**config.mk**
```make
export PLATFORM = sky130hd
export DESIGN_NAME = lidar_point_filter
export DESIGN_NICKNAME = d
export VERILOG_FILES = /design/src/rtl/lpf_pkg.sv /design/src/rtl/lpf_regs.sv /design/src/rtl/lidar_point_filter.sv
export SDC_FILE = /design/constraint.sdc
export NUM_CORES = 2
export LEC_CHECK = 0
export ABC_CLOCK_PERIOD_IN_PS = 10500
export BUFFER_PORTS_ARGS = -buffer_cell sky130_fd_sc_hd__clkbuf_2
export CORE_MARGIN = 2
export CORE_UTILIZATION = 35
export CTS_BUF_LIST = sky130_fd_sc_hd__clkbuf_2 sky130_fd_sc_hd__clkbuf_4 sky130_fd_sc_hd__clkbuf_8
export CTS_CLUSTER_DIAMETER = 150
export DETAILED_ROUTE_END_ITERATION = 10
export GPL_TIMING_DRIVEN = 0
export PLACE_DENSITY = 0.58
export REMOVE_ABC_BUFFERS = 1
export SLEW_MARGIN = 15
export SYNTH_ARGS = -nofsm -noshare
export SYNTH_HDL_FRONTEND = slang
export SYNTH_SLANG_ARGS = --single-unit
```
**constraint.sdc**
```tcl
create_clock -name aclk -period 10.5 [get_ports aclk]
set_input_delay 0.525 -clock aclk [delete_from_list [all_inputs] [get_ports aclk]]
set_output_delay 0.525 -clock aclk [all_outputs]
set_load 0.02 [all_outputs]
```
**src/rtl/lpf_pkg.sv**
```systemverilog
// Shared types and constants for the lidar point filter.
// No dependencies; imported by lpf_regs and lidar_point_filter.
package lpf_pkg;

    // Register file
    localparam int ADDR_W = 4;
    localparam logic [1:0] REG_KEEP_EVERY   = 2'd0;
    localparam logic [1:0] REG_BLIND_RADIUS = 2'd1;
    localparam logic [1:0] REG_Z_UPPER      = 2'd2;
    localparam logic [1:0] REG_Z_LOWER      = 2'd3;

    localparam logic [7:0]         KEEP_EVERY_RST   = 8'd1;
    localparam logic [30:0]        BLIND_RADIUS_RST = 31'd655;
    localparam logic signed [31:0] Z_UPPER_RST      = 32'sd65536;
    localparam logic signed [31:0] Z_LOWER_RST      = -32'sd65536;

    // Frame indexing and relative time
    localparam int          MAX_FRAME_POINTS = 65535;
    localparam logic [15:0] INDEX_LAST       = 16'(MAX_FRAME_POINTS - 1);
    localparam int          TIME_W           = 23;
    localparam logic [TIME_W-1:0] TIME_FULL_SCALE = 23'd6553600;

    typedef struct packed {
        logic [7:0]         keep_every;
        logic [30:0]        blind_radius;
        logic signed [31:0] z_upper;
        logic signed [31:0] z_lower;
    } lpf_cfg_t;

endpackage

```
**src/rtl/lpf_regs.sv**
```systemverilog
// APB register file for the lidar point filter configuration.
// Depends on lpf_pkg for register indexes, reset values and lpf_cfg_t.
module lpf_regs (
    input  logic                      aclk,
    input  logic                      aresetn,
    input  logic                      psel,
    input  logic                      penable,
    input  logic                      pwrite,
    input  logic [lpf_pkg::ADDR_W-1:0] paddr,
    input  logic [31:0]               pwdata,
    output logic [31:0]               prdata,
    output logic                      pready,
    output lpf_pkg::lpf_cfg_t         cfg
);
    import lpf_pkg::*;

    lpf_cfg_t   cfg_reg;
    logic       wr_en;
    logic [1:0] reg_sel;

    assign pready  = 1'b1;
    assign reg_sel = paddr[3:2];
    assign wr_en   = psel & penable & pwrite & pready;
    assign cfg     = cfg_reg;

    // register writes on the access phase
    always_ff @(posedge aclk) begin
        if (!aresetn) begin
            cfg_reg.keep_every   <= KEEP_EVERY_RST;
            cfg_reg.blind_radius <= BLIND_RADIUS_RST;
            cfg_reg.z_upper      <= Z_UPPER_RST;
            cfg_reg.z_lower      <= Z_LOWER_RST;
        end else if (wr_en) begin
            case (reg_sel)
                REG_KEEP_EVERY:   cfg_reg.keep_every   <= pwdata[7:0];
                REG_BLIND_RADIUS: cfg_reg.blind_radius <= pwdata[30:0];
                REG_Z_UPPER:      cfg_reg.z_upper      <= signed'(pwdata);
                REG_Z_LOWER:      cfg_reg.z_lower      <= signed'(pwdata);
                default:          cfg_reg <= cfg_reg;
            endcase
        end
    end

    // read mux
    always_comb begin
        case (reg_sel)
            REG_KEEP_EVERY:   prdata = {24'd0, cfg_reg.keep_every};
            REG_BLIND_RADIUS: prdata = {1'b0, cfg_reg.blind_radius};
            REG_Z_UPPER:      prdata = cfg_reg.z_upper;
            REG_Z_LOWER:      prdata = cfg_reg.z_lower;
            default:          prdata = 32'd0;
        endcase
    end

endmodule

```
**src/rtl/lidar_point_filter.sv**
```systemverilog
// Top level of the lidar point filter: decimation, blind radius and height band.
// Depends on lpf_pkg and lpf_regs.
//
// One point per transfer. The block keeps one point in keep_every, drops
// non-finite points, points inside the blind radius and points outside the
// height band, and tags each kept point with index*100/frame_points in Q7.16.
// The last point of a frame always yields a result with frame_end set.
// A point that fails decimation, finiteness or the band and is not the last
// of its frame is dropped in its accepting cycle. Such a point that closes a
// frame goes from the accepting cycle straight to the output register load.
// A point that passes those checks runs through all steps, also when the
// range check then drops it: the accepting cycle, the one shared 32x32
// multiplier (x*x, y*y, z*z, radius*radius, index*scale, then drain), the
// one-bit-per-cycle restoring divider, then the load of the output register.
// The load waits while an earlier result still sits unaccepted in the output
// register. The input is not ready while a point is in work; it is ready
// again while the last result still waits in the output register.
module lidar_point_filter (
    input  logic                       aclk,
    input  logic                       aresetn,
    // point input
    input  logic                       s_valid,
    output logic                       s_ready,
    input  logic signed [31:0]         s_x_coord,
    input  logic signed [31:0]         s_y_coord,
    input  logic signed [31:0]         s_z_coord,
    input  logic [31:0]                s_intensity_bits,
    input  logic                       s_coords_finite,
    input  logic [15:0]                s_frame_points,
    input  logic                       s_last_in_frame,
    // result output
    output logic                       m_valid,
    input  logic                       m_ready,
    output logic signed [31:0]         m_x_out,
    output logic signed [31:0]         m_y_out,
    output logic signed [31:0]         m_z_out,
    output logic [31:0]                m_intensity_out,
    output logic [lpf_pkg::TIME_W-1:0] m_rel_time,
    output logic                       m_point_kept,
    output logic                       m_frame_end,
    // configuration
    input  logic                       psel,
    input  logic                       penable,
    input  logic                       pwrite,
    input  logic [lpf_pkg::ADDR_W-1:0] paddr,
    input  logic [31:0]                pwdata,
    output logic [31:0]                prdata,
    output logic                       pready
);
    import lpf_pkg::*;

    localparam logic [1:0] ST_IDLE = 2'd0;
    localparam logic [1:0] ST_MUL  = 2'd1;
    localparam logic [1:0] ST_DIV  = 2'd2;
    localparam logic [1:0] ST_OUT  = 2'd3;
    localparam logic [4:0] MUL_LAST = 5'd5;
    localparam logic [4:0] DIV_LAST = 5'(TIME_W - 1);

    lpf_cfg_t cfg;

    lpf_regs u_regs (
        .aclk    (aclk),
        .aresetn (aresetn),
        .psel    (psel),
        .penable (penable),
        .pwrite  (pwrite),
        .paddr   (paddr),
        .pwdata  (pwdata),
        .prdata  (prdata),
        .pready  (pready),
        .cfg     (cfg)
    );

    function automatic logic [31:0] mag(input logic signed [31:0] v);
        mag = v[31] ? 32'(-v) : 32'(v);
    endfunction

    // control state
    logic [1:0]  state_reg, state_next;
    logic [4:0]  step_reg, step_next;
    logic [15:0] point_index_reg, point_index_next;
    logic [7:0]  phase_reg, phase_next;
    logic        kept_reg, kept_next;
    logic        last_reg, last_next;
    logic        m_valid_reg, m_valid_next;

    // datapath
    logic signed [31:0] x_reg, y_reg, z_reg;
    logic [31:0]        inten_reg;
    logic [15:0]        idx_reg, npts_reg;
    logic [63:0]        prod_reg, acc_reg, acc_next;
    logic [15:0]        rem_reg, rem_next;
    logic [TIME_W-1:0]  quo_reg, quo_next;
    logic [31:0]        op_a, op_b;

    // output register
    logic signed [31:0] m_x_reg, m_y_reg, m_z_reg;
    logic [31:0]        m_inten_reg;
    logic [TIME_W-1:0]  m_time_reg;
    logic               m_kept_reg, m_end_reg;

    logic              accept, candidate, keep_pre, load_out;
    logic [7:0]        factor;
    logic [16:0]       trial;
    logic              trial_ge;
    logic [TIME_W-1:0] rel_time;

    assign s_ready = (state_reg == ST_IDLE);
    assign accept  = s_valid & s_ready;

    // decimation and point pre-checks
    assign factor    = (cfg.keep_every == 8'd0) ? 8'd1 : cfg.keep_every;
    assign candidate = ({1'b0, phase_reg} + 9'd1) >= {1'b0, factor};
    assign keep_pre  = candidate & s_coords_finite
                     & (s_z_coord <= cfg.z_upper) & (s_z_coord >= cfg.z_lower);

    // shared multiplier operand select
    always_comb begin
        case (step_reg)
            5'd0:    begin op_a = mag(x_reg); op_b = mag(x_reg); end
            5'd1:    begin op_a = mag(y_reg); op_b = mag(y_reg); end
            5'd2:    begin op_a = mag(z_reg); op_b = mag(z_reg); end
            5'd3:    begin
                op_a = {1'b0, cfg.blind_radius};
                op_b = {1'b0, cfg.blind_radius};
            end
            5'd4:    begin op_a = {16'd0, idx_reg}; op_b = 32'(TIME_FULL_SCALE); end
            default: begin op_a = 32'd0; op_b = 32'd0; end
        endcase
    end

    // divider step
    assign trial    = {rem_reg, quo_reg[TIME_W-1]};
    assign trial_ge = trial >= {1'b0, npts_reg};
    assign rel_time = (idx_reg >= npts_reg) ? TIME_FULL_SCALE : quo_reg;
    assign load_out = (state_reg == ST_OUT) & (!m_valid_reg | m_ready);

    // sequencer
    always_comb begin
        state_next       = state_reg;
        step_next        = step_reg;
        point_index_next = point_index_reg;
        phase_next       = phase_reg;
        kept_next        = kept_reg;
        last_next        = last_reg;
        acc_next         = acc_reg;
        rem_next         = rem_reg;
        quo_next         = quo_reg;
        m_valid_next     = m_valid_reg & ~m_ready;

        case (state_reg)
            ST_IDLE: begin
                if (accept) begin
                    phase_next = candidate ? 8'd0 : phase_reg + 8'd1;
                    if (s_last_in_frame) begin
                        point_index_next = 16'd0;
                        phase_next       = 8'd0;
                    end else if (point_index_reg < INDEX_LAST) begin
                        point_index_next = point_index_reg + 16'd1;
                    end
                    kept_next = keep_pre;
                    last_next = s_last_in_frame;
                    acc_next  = 64'd0;
                    step_next = 5'd0;
                    if (keep_pre) begin
                        state_next = ST_MUL;
                    end else if (s_last_in_frame) begin
                        state_next = ST_OUT;
                    end
                end
            end
            ST_MUL: begin
                // consume the registered product of the previous step
                case (step_reg)
                    5'd1, 5'd2, 5'd3: acc_next = acc_reg + prod_reg;
                    5'd4: if (acc_reg < prod_reg) kept_next = 1'b0;
                    5'd5: begin
                        rem_next = prod_reg[38:23];
                        quo_next = prod_reg[22:0];
                    end
                    default: acc_next = acc_reg;
                endcase
                if (step_reg == MUL_LAST) begin
                    step_next  = 5'd0;
                    state_next = ST_DIV;
                end else begin
                    step_next = step_reg + 5'd1;
                end
            end
            ST_DIV: begin
                rem_next = trial_ge ? 16'(trial - {1'b0, npts_reg}) : trial[15:0];
                quo_next = {quo_reg[TIME_W-2:0], trial_ge};
                if (step_reg == DIV_LAST) begin
                    state_next = ST_OUT;
                end else begin
                    step_next = step_reg + 5'd1;
                end
            end
            ST_OUT: begin
                if (load_out) begin
                    m_valid_next = kept_reg | last_reg;
                    state_next   = ST_IDLE;
                end
            end
            default: state_next = ST_IDLE;
        endcase
    end

    always_ff @(posedge aclk) begin
        if (!aresetn) begin
            state_reg       <= ST_IDLE;
            step_reg        <= 5'd0;
            point_index_reg <= 16'd0;
            phase_reg       <= 8'd0;
            kept_reg        <= 1'b0;
            last_reg        <= 1'b0;
            m_valid_reg     <= 1'b0;
        end else begin
            state_reg       <= state_next;
            step_reg        <= step_next;
            point_index_reg <= point_index_next;
            phase_reg       <= phase_next;
            kept_reg        <= kept_next;
            last_reg        <= last_next;
            m_valid_reg     <= m_valid_next;
        end
    end

    // payload, arithmetic and output registers
    always_ff @(posedge aclk) begin
        if (accept) begin
            x_reg     <= s_x_coord;
            y_reg     <= s_y_coord;
            z_reg     <= s_z_coord;
            inten_reg <= s_intensity_bits;
            idx_reg   <= point_index_reg;
            npts_reg  <= (s_frame_points == 16'd0) ? 16'd1 : s_frame_points;
        end
        prod_reg <= {32'd0, op_a} * {32'd0, op_b};
        acc_reg  <= acc_next;
        rem_reg  <= rem_next;
        quo_reg  <= quo_next;
        if (load_out) begin
            m_x_reg     <= kept_reg ? x_reg : 32'sd0;
            m_y_reg     <= kept_reg ? y_reg : 32'sd0;
            m_z_reg     <= kept_reg ? z_reg : 32'sd0;
            m_inten_reg <= kept_reg ? inten_reg : 32'd0;
            m_time_reg  <= kept_reg ? rel_time : '0;
            m_kept_reg  <= kept_reg;
            m_end_reg   <= last_reg;
        end
    end

    assign m_valid         = m_valid_reg;
    assign m_x_out         = m_x_reg;
    assign m_y_out         = m_y_reg;
    assign m_z_out         = m_z_reg;
    assign m_intensity_out = m_inten_reg;
    assign m_rel_time      = m_time_reg;
    assign m_point_kept    = m_kept_reg;
    assign m_frame_end     = m_end_reg;

    // every result carries a point or closes a frame
    a_result_kind: assert property (@(posedge aclk) disable iff (!aresetn)
        m_valid |-> (m_point_kept || m_frame_end))
        else $error("result with neither point_kept nor frame_end");

    // relative time stays within full scale
    a_time_range: assert property (@(posedge aclk) disable iff (!aresetn)
        m_valid |-> (m_rel_time <= TIME_FULL_SCALE))
        else $error("rel_time above full scale");

    // a frame's last point has already cleared the frame state
    a_frame_reset: assert property (@(posedge aclk) disable iff (!aresetn)
        (state_reg == ST_OUT && last_reg) |-> (point_index_reg == 16'd0 && phase_reg == 8'd0))
        else $error("frame state not cleared after last point");

    // a point that passes the pre-checks blocks the input while it is in work
    a_busy: assert property (@(posedge aclk) disable iff (!aresetn)
        (accept && keep_pre) |=> !s_ready)
        else $error("input ready while a point is in work");

endmodule
```
* Word level (Yosys, flattened, before mapping)
Cells that the tools add are included.
** Storage, ports and cells
- Word-level logic and storage cells :: 139
- Register bits after elaboration :: 617
- Output and inout port bits :: 188
- Input port bits :: 189
** Cells by class
- Add/subtract/negate cells :: 9
- Muxes and demuxes :: 37
- Equal/unequal tests :: 21
- Bitwise operators :: 12
- Multiply operators :: 1
- Magnitude comparators :: 7
- Reduce and logical (&&, ||, !) cells :: 23
** Operators with widths (count)
- 32-bit case mux with 5 select lines :: 2
- 64-bit two-way mux :: 2
- 32-bit case mux with 4 select lines :: 1
- 64-bit case mux with 2 select lines :: 1
- 32-bit two-way mux :: 3
- 32-bit negation :: 3
- 64-bit adder :: 1
- 64-bit < comparator :: 1
- 32-bit by 32-bit multiplier with 64-bit output :: 1
- 16-bit two-way mux :: 4
- 23-bit two-way mux :: 2
- 23-bit case mux with 2 select lines :: 1
- 32-bit greater-or-equal comparator :: 1
- 32-bit <= comparator :: 1
- 16-bit case mux with 2 select lines :: 1
- 8-bit two-way mux :: 3
- 17-bit by 16-bit greater-or-equal comparator with 1-bit output :: 1
- 16-bit by 1-bit adder with 16-bit output (second input constant) :: 1
- 16-bit greater-or-equal comparator :: 1
- 16-bit logical NOT :: 1
- 16-bit < comparator (second input constant) :: 1
- 16-bit subtractor :: 1
- 5-bit two-way mux :: 3
- 5-bit case mux with 3 select lines :: 1
- other kinds (32) :: 72

* Depth between registers and ports, before layout
- Depth after elaboration :: 9
- Mapped depth :: 41
- Mapped depth without buffers :: 38

* Cells and area by module
From an unflattened synthesis, not the netlist that was laid out.
** Second synthesis, totals
- Cells, all modules :: 6890
- Area total of the unflattened synthesis :: 65044.9 µm²
** By module, submodules not included
- lidar_point_filter :: instances 1, area an instance 60399.2 µm², cells an instance 6420
- lpf_regs :: instances 1, area an instance 4645.7 µm², cells an instance 470

* Least setup slack after synthesis
Ideal clock, no wire load.
- Path type :: flip-flop to flip-flop
- Start :: register x_reg[3]
- End :: register prod_reg[57]
- Buffers on the path :: 2
- Clock period less this slack :: 9687 ps
- Stages on the path, launching flop included :: 33
- Setup slack :: 813 ps
- Library setup time :: 121 ps
- Data arrival time :: 9567 ps
- Cell sequence :: edfxtp_1 or3_4 or3b_2 o31ai_1 xor2_1 nor2_1 a2111oi_2 clkinv_1 a21oi_1 buf_2 nor2_1 fa_1 fa_1 inv_1 fa_1 inv_1 fa_1 inv_1 fa_1 fa_1 fa_1 fa_1 inv_1 ha_1 clkbuf_1 nand3_1 a2111oi_0 o21ai_0 a2111oi_0 nor2_1 o21ai_1 a41oi_1 xnor2_1
** On the way
- Longest elaborated chain between the ends :: 4
- Elaborated cells between the ends (all ways) :: 5
** RTL lines
- from (decl) :: RTL line lidar_point_filter.sv:88 : logic signed [31:0] x_reg, y_reg, z_reg;
- from (signal assigned) :: RTL line lidar_point_filter.sv:232 : x_reg <= s_x_coord;
- 32-bit negation :: RTL line lidar_point_filter.sv:75 : mag = v[31] ? 32'(-v) : 32'(v);
- 32-bit two-way mux * :: RTL line lidar_point_filter.sv:75
- 32-bit case mux with 5 select lines :: RTL line lidar_point_filter.sv:119 : case (step_reg)
- 32-bit by 32-bit multiplier with 64-bit output * :: RTL line lidar_point_filter.sv:239 : prod_reg <= {32'd0, op_a} * {32'd0, op_b};
- to (signal assigned) :: RTL line lidar_point_filter.sv:239
- to (decl) :: RTL line lidar_point_filter.sv:91 : logic [63:0] prod_reg, acc_reg, acc_next;
Mark *: on every way between the ends. The rest lies on a longest branch, timed or not.
A chain may end at the register's enable or synchronous reset.

* Final worst setup path
- Start :: register x_reg[4]
- End :: register prod_reg[62]
Same word-level chain as after synthesis.

==> impl_metrics.toml <==
[yosys]
synth-async-reset-ratio = 0
ys_warn_count = 0
ys_ff_latch = 617
avgSynthCellArea_um2 = 9.30
synth_cell_types = 86
yosys-top-cells-area = "fa_1, edfxtp_1, ha_1"
synth_edf_count = 416
yosys.area.top_type_share = 0.273
synth_most_common_cell = "inv_1"
synth-main-ff-cell = "edfxtp_1"
synth.top_cells.by_count = "inv_1, fa_1, nand2_1"
synth_area_leader_cell = "fa_1"
syn-cell-area_um2 = 64700
seq_area_frac_synth = 0.255
synthCells = 6955

[route]
wire_per_inst_um = 21.5
firstDrtPassIters = 7
drt_iter0_drc = 4480
wl_um = 217000
via_per_inst = 5.12
postRouteAntennaNets = 0
drc = 0
via_count = 51800

[critical_path]
crit_type = "reg -> reg"
reg2reg_from = "x_reg[4]$_DFFE_PP_"
crit_top_cell = "fa_1"
path_max_fanout = 10
r2r_end = "prod_reg[62]$_DFF_P_"
cp.depth = 33
crit_end = "prod_reg[62]$_DFF_P_"
cpMaxStageDelayCell = "fa_1"
critPathCaptureType = "flop"
crit_family = "adder cells"
crit_required_ps = 11300
startpoint_type = "flop"
cp.buffers_inverters = 7
cp.arrival_ps = 11210
critPathMaxStageDelay_ps = 560
rr_worst_depth = 33
regToRegSetupSlack_ps = 90
cp-startpoint = "x_reg[4]$_DFFE_PP_"

[clock_network]
insertion_delay_ps = 920
cts_buffers = 105
cts.clk_slew.worst_paths_ps = 60
cts.sink_count = 617
cts_root_buffer = "clkbuf_8"
clock_path_buffers = 3
cts_tree = "built"
htreeDepth = 3

[floorplanning]
num_rows = 157
start_util = 0.353
ios = 377
coreArea_um2 = 183000
fp.dieH_um = 434
fp.dieArea_um2 = 188000
die_w_um = 434

[layout]
nFillCells = 17900
final_core_util = 0.420
area_growth_pct = 19.0
drive_gt1_frac = 0.142
largest_register_ffs = 103
nNetsFinal = 9121

[sta]
hold_viol = 0
final-setup-viol-count = 0
worst_slack_ps = 87.5
max-slew-margin-rel = 0.169
skew_ps = 74.0
final.period_utilization = 0.992
fin_crit_ps = 10410
max_freq_mhz = 96.0
max_slew.worst_pin.slew_ps = 1230
slew_violations = 0

[place]
io_buffers = 373
place_congestion = 0.967
detailedPlace.worstSlack_ps = -3340
dp_hpwl_um = 164000

[global_route]
grt_pass1_vias = 53800
antenna_found_initial = 9
grt_overflow = 0
grt_pass1_wl_um = 327000
grt_max_degree = 107
grt_usage = 0.230

[job]
maxCapViolations = 0

[min_path]
hold_class = "in -> reg"

[outcome]
outcome = "finished clean"
==> routing by layer <==
metal	wire length [µm]	global-route usage	up-vias
li1	-	-	23200
met1	88000	0.296	26000
met2	100000	0.376	2131
met3	18600	0.0472	474
met4	10200	0.0966	4
met5	22	0	-
==> logic make-up (layout without fill, tap and decap cells) <==
| group | after synthesis | after routing | synth area share |
|---|---|---|---|
| flip-flops | 617 | 617 | 0.255 |
| AND/OR/NAND/NOR | 2043 | 2045 | 0.141 |
| buffers and inverters | 1710 | 2393 | 0.0999 |
| XOR/XNOR | 232 | 232 | 0.0314 |
| multiplexers | 34 | 34 | 0.00687 |
| other | 1 | 3 | 0.0000580 |
| AO/OA/AOI/OAI | 934 | 934 | 0.0952 |
| adder cells (fa/ha/maj) | 1384 | 1384 | 0.370 |
==> area by class of cell <==
type | instances | area [µm²] | area share
Tap cell | 2464 | 3080 | 0.0400
Timing Repair Buffer | 790 | 6400 | 0.0831
Inverter | 1404 | 5420 | 0.0704
Sequential cell | 617 | 16500 | 0.215
Multi-Input combinational cell | 4630 | 43100 | 0.560
Antenna cell | 2 | 5.00 | 0.0000650
Clock buffer | 146 | 1850 | 0.0241
Clock inverter | 53 | 609 | 0.00792
==> what timing repair did <==
action                                  4_1_cts  5_1_grt
gates resized for setup                     126      148
pin swaps                                    26       44
buffers inserted                             87       66
cloned                                        1        4
hold endpoints to repair                    248        0
hold buffers                                178        0
endpoints found under the setup margin       46       22
==> placed cells by master, fill, tap and decap left out, types with 63 or more instances in the layout <==
master	n
nor2_1	712
o21ai_0	172
a21boi_0	80
dfxtp_1	198
clkbuf_8	122
a21oi_1	231
xnor2_1	104
xor2_1	126
inv_1	1361
nand2_1	727
dlygate4sd3_1	178
a21o_1	76
edfxtp_1	416
ha_1	474
and2_1	156
fa_1	864
clkbuf_2	371
buf_4	155
nand3_1	63
==> per-stage QoR <==
step,hold WS (ps),TNS [ps],std cells,cell area [µm²]
2_1_floorplan,425,-121110,6649,63500
3_3_place_gp,455,-1305070,9486,68400
3_5_place_dp,451,-92460,9569,70200
4_1_cts,256,0,10000,75700
5_1_grt,269,-449,10100,77000
6_report,317,0,10100,77000
==> how the worst min path moves through the flow <==
stage | depth (start not counted) | slack, ps | start | end
after floorplan | 0 | 420 | last_reg$_SDFFE_PN0P_ | m_frame_end$_DFFE_PP_
after global placement | 2 | 460 | u_regs.cfg[55]$_SDFFE_PN0P_ | u_regs.cfg[55]$_SDFFE_PN0P_
after detailed placement | 0 | 450 | point_index_reg[15]$_SDFFE_PN0P_ | idx_reg[15]$_DFFE_PP_
after CTS | 6 | 260 | penable | u_regs.cfg[61]$_SDFFE_PN0P_
after global routing | 2 | 270 | s_y_coord[24] | y_reg[24]$_DFFE_PP_
final | 2 | 320 | s_y_coord[0] | y_reg[0]$_DFFE_PP_
Power is left out: the tool's default activity adds up to more than one toggle a clock period on the data nets, which glitch-free logic cannot reach.
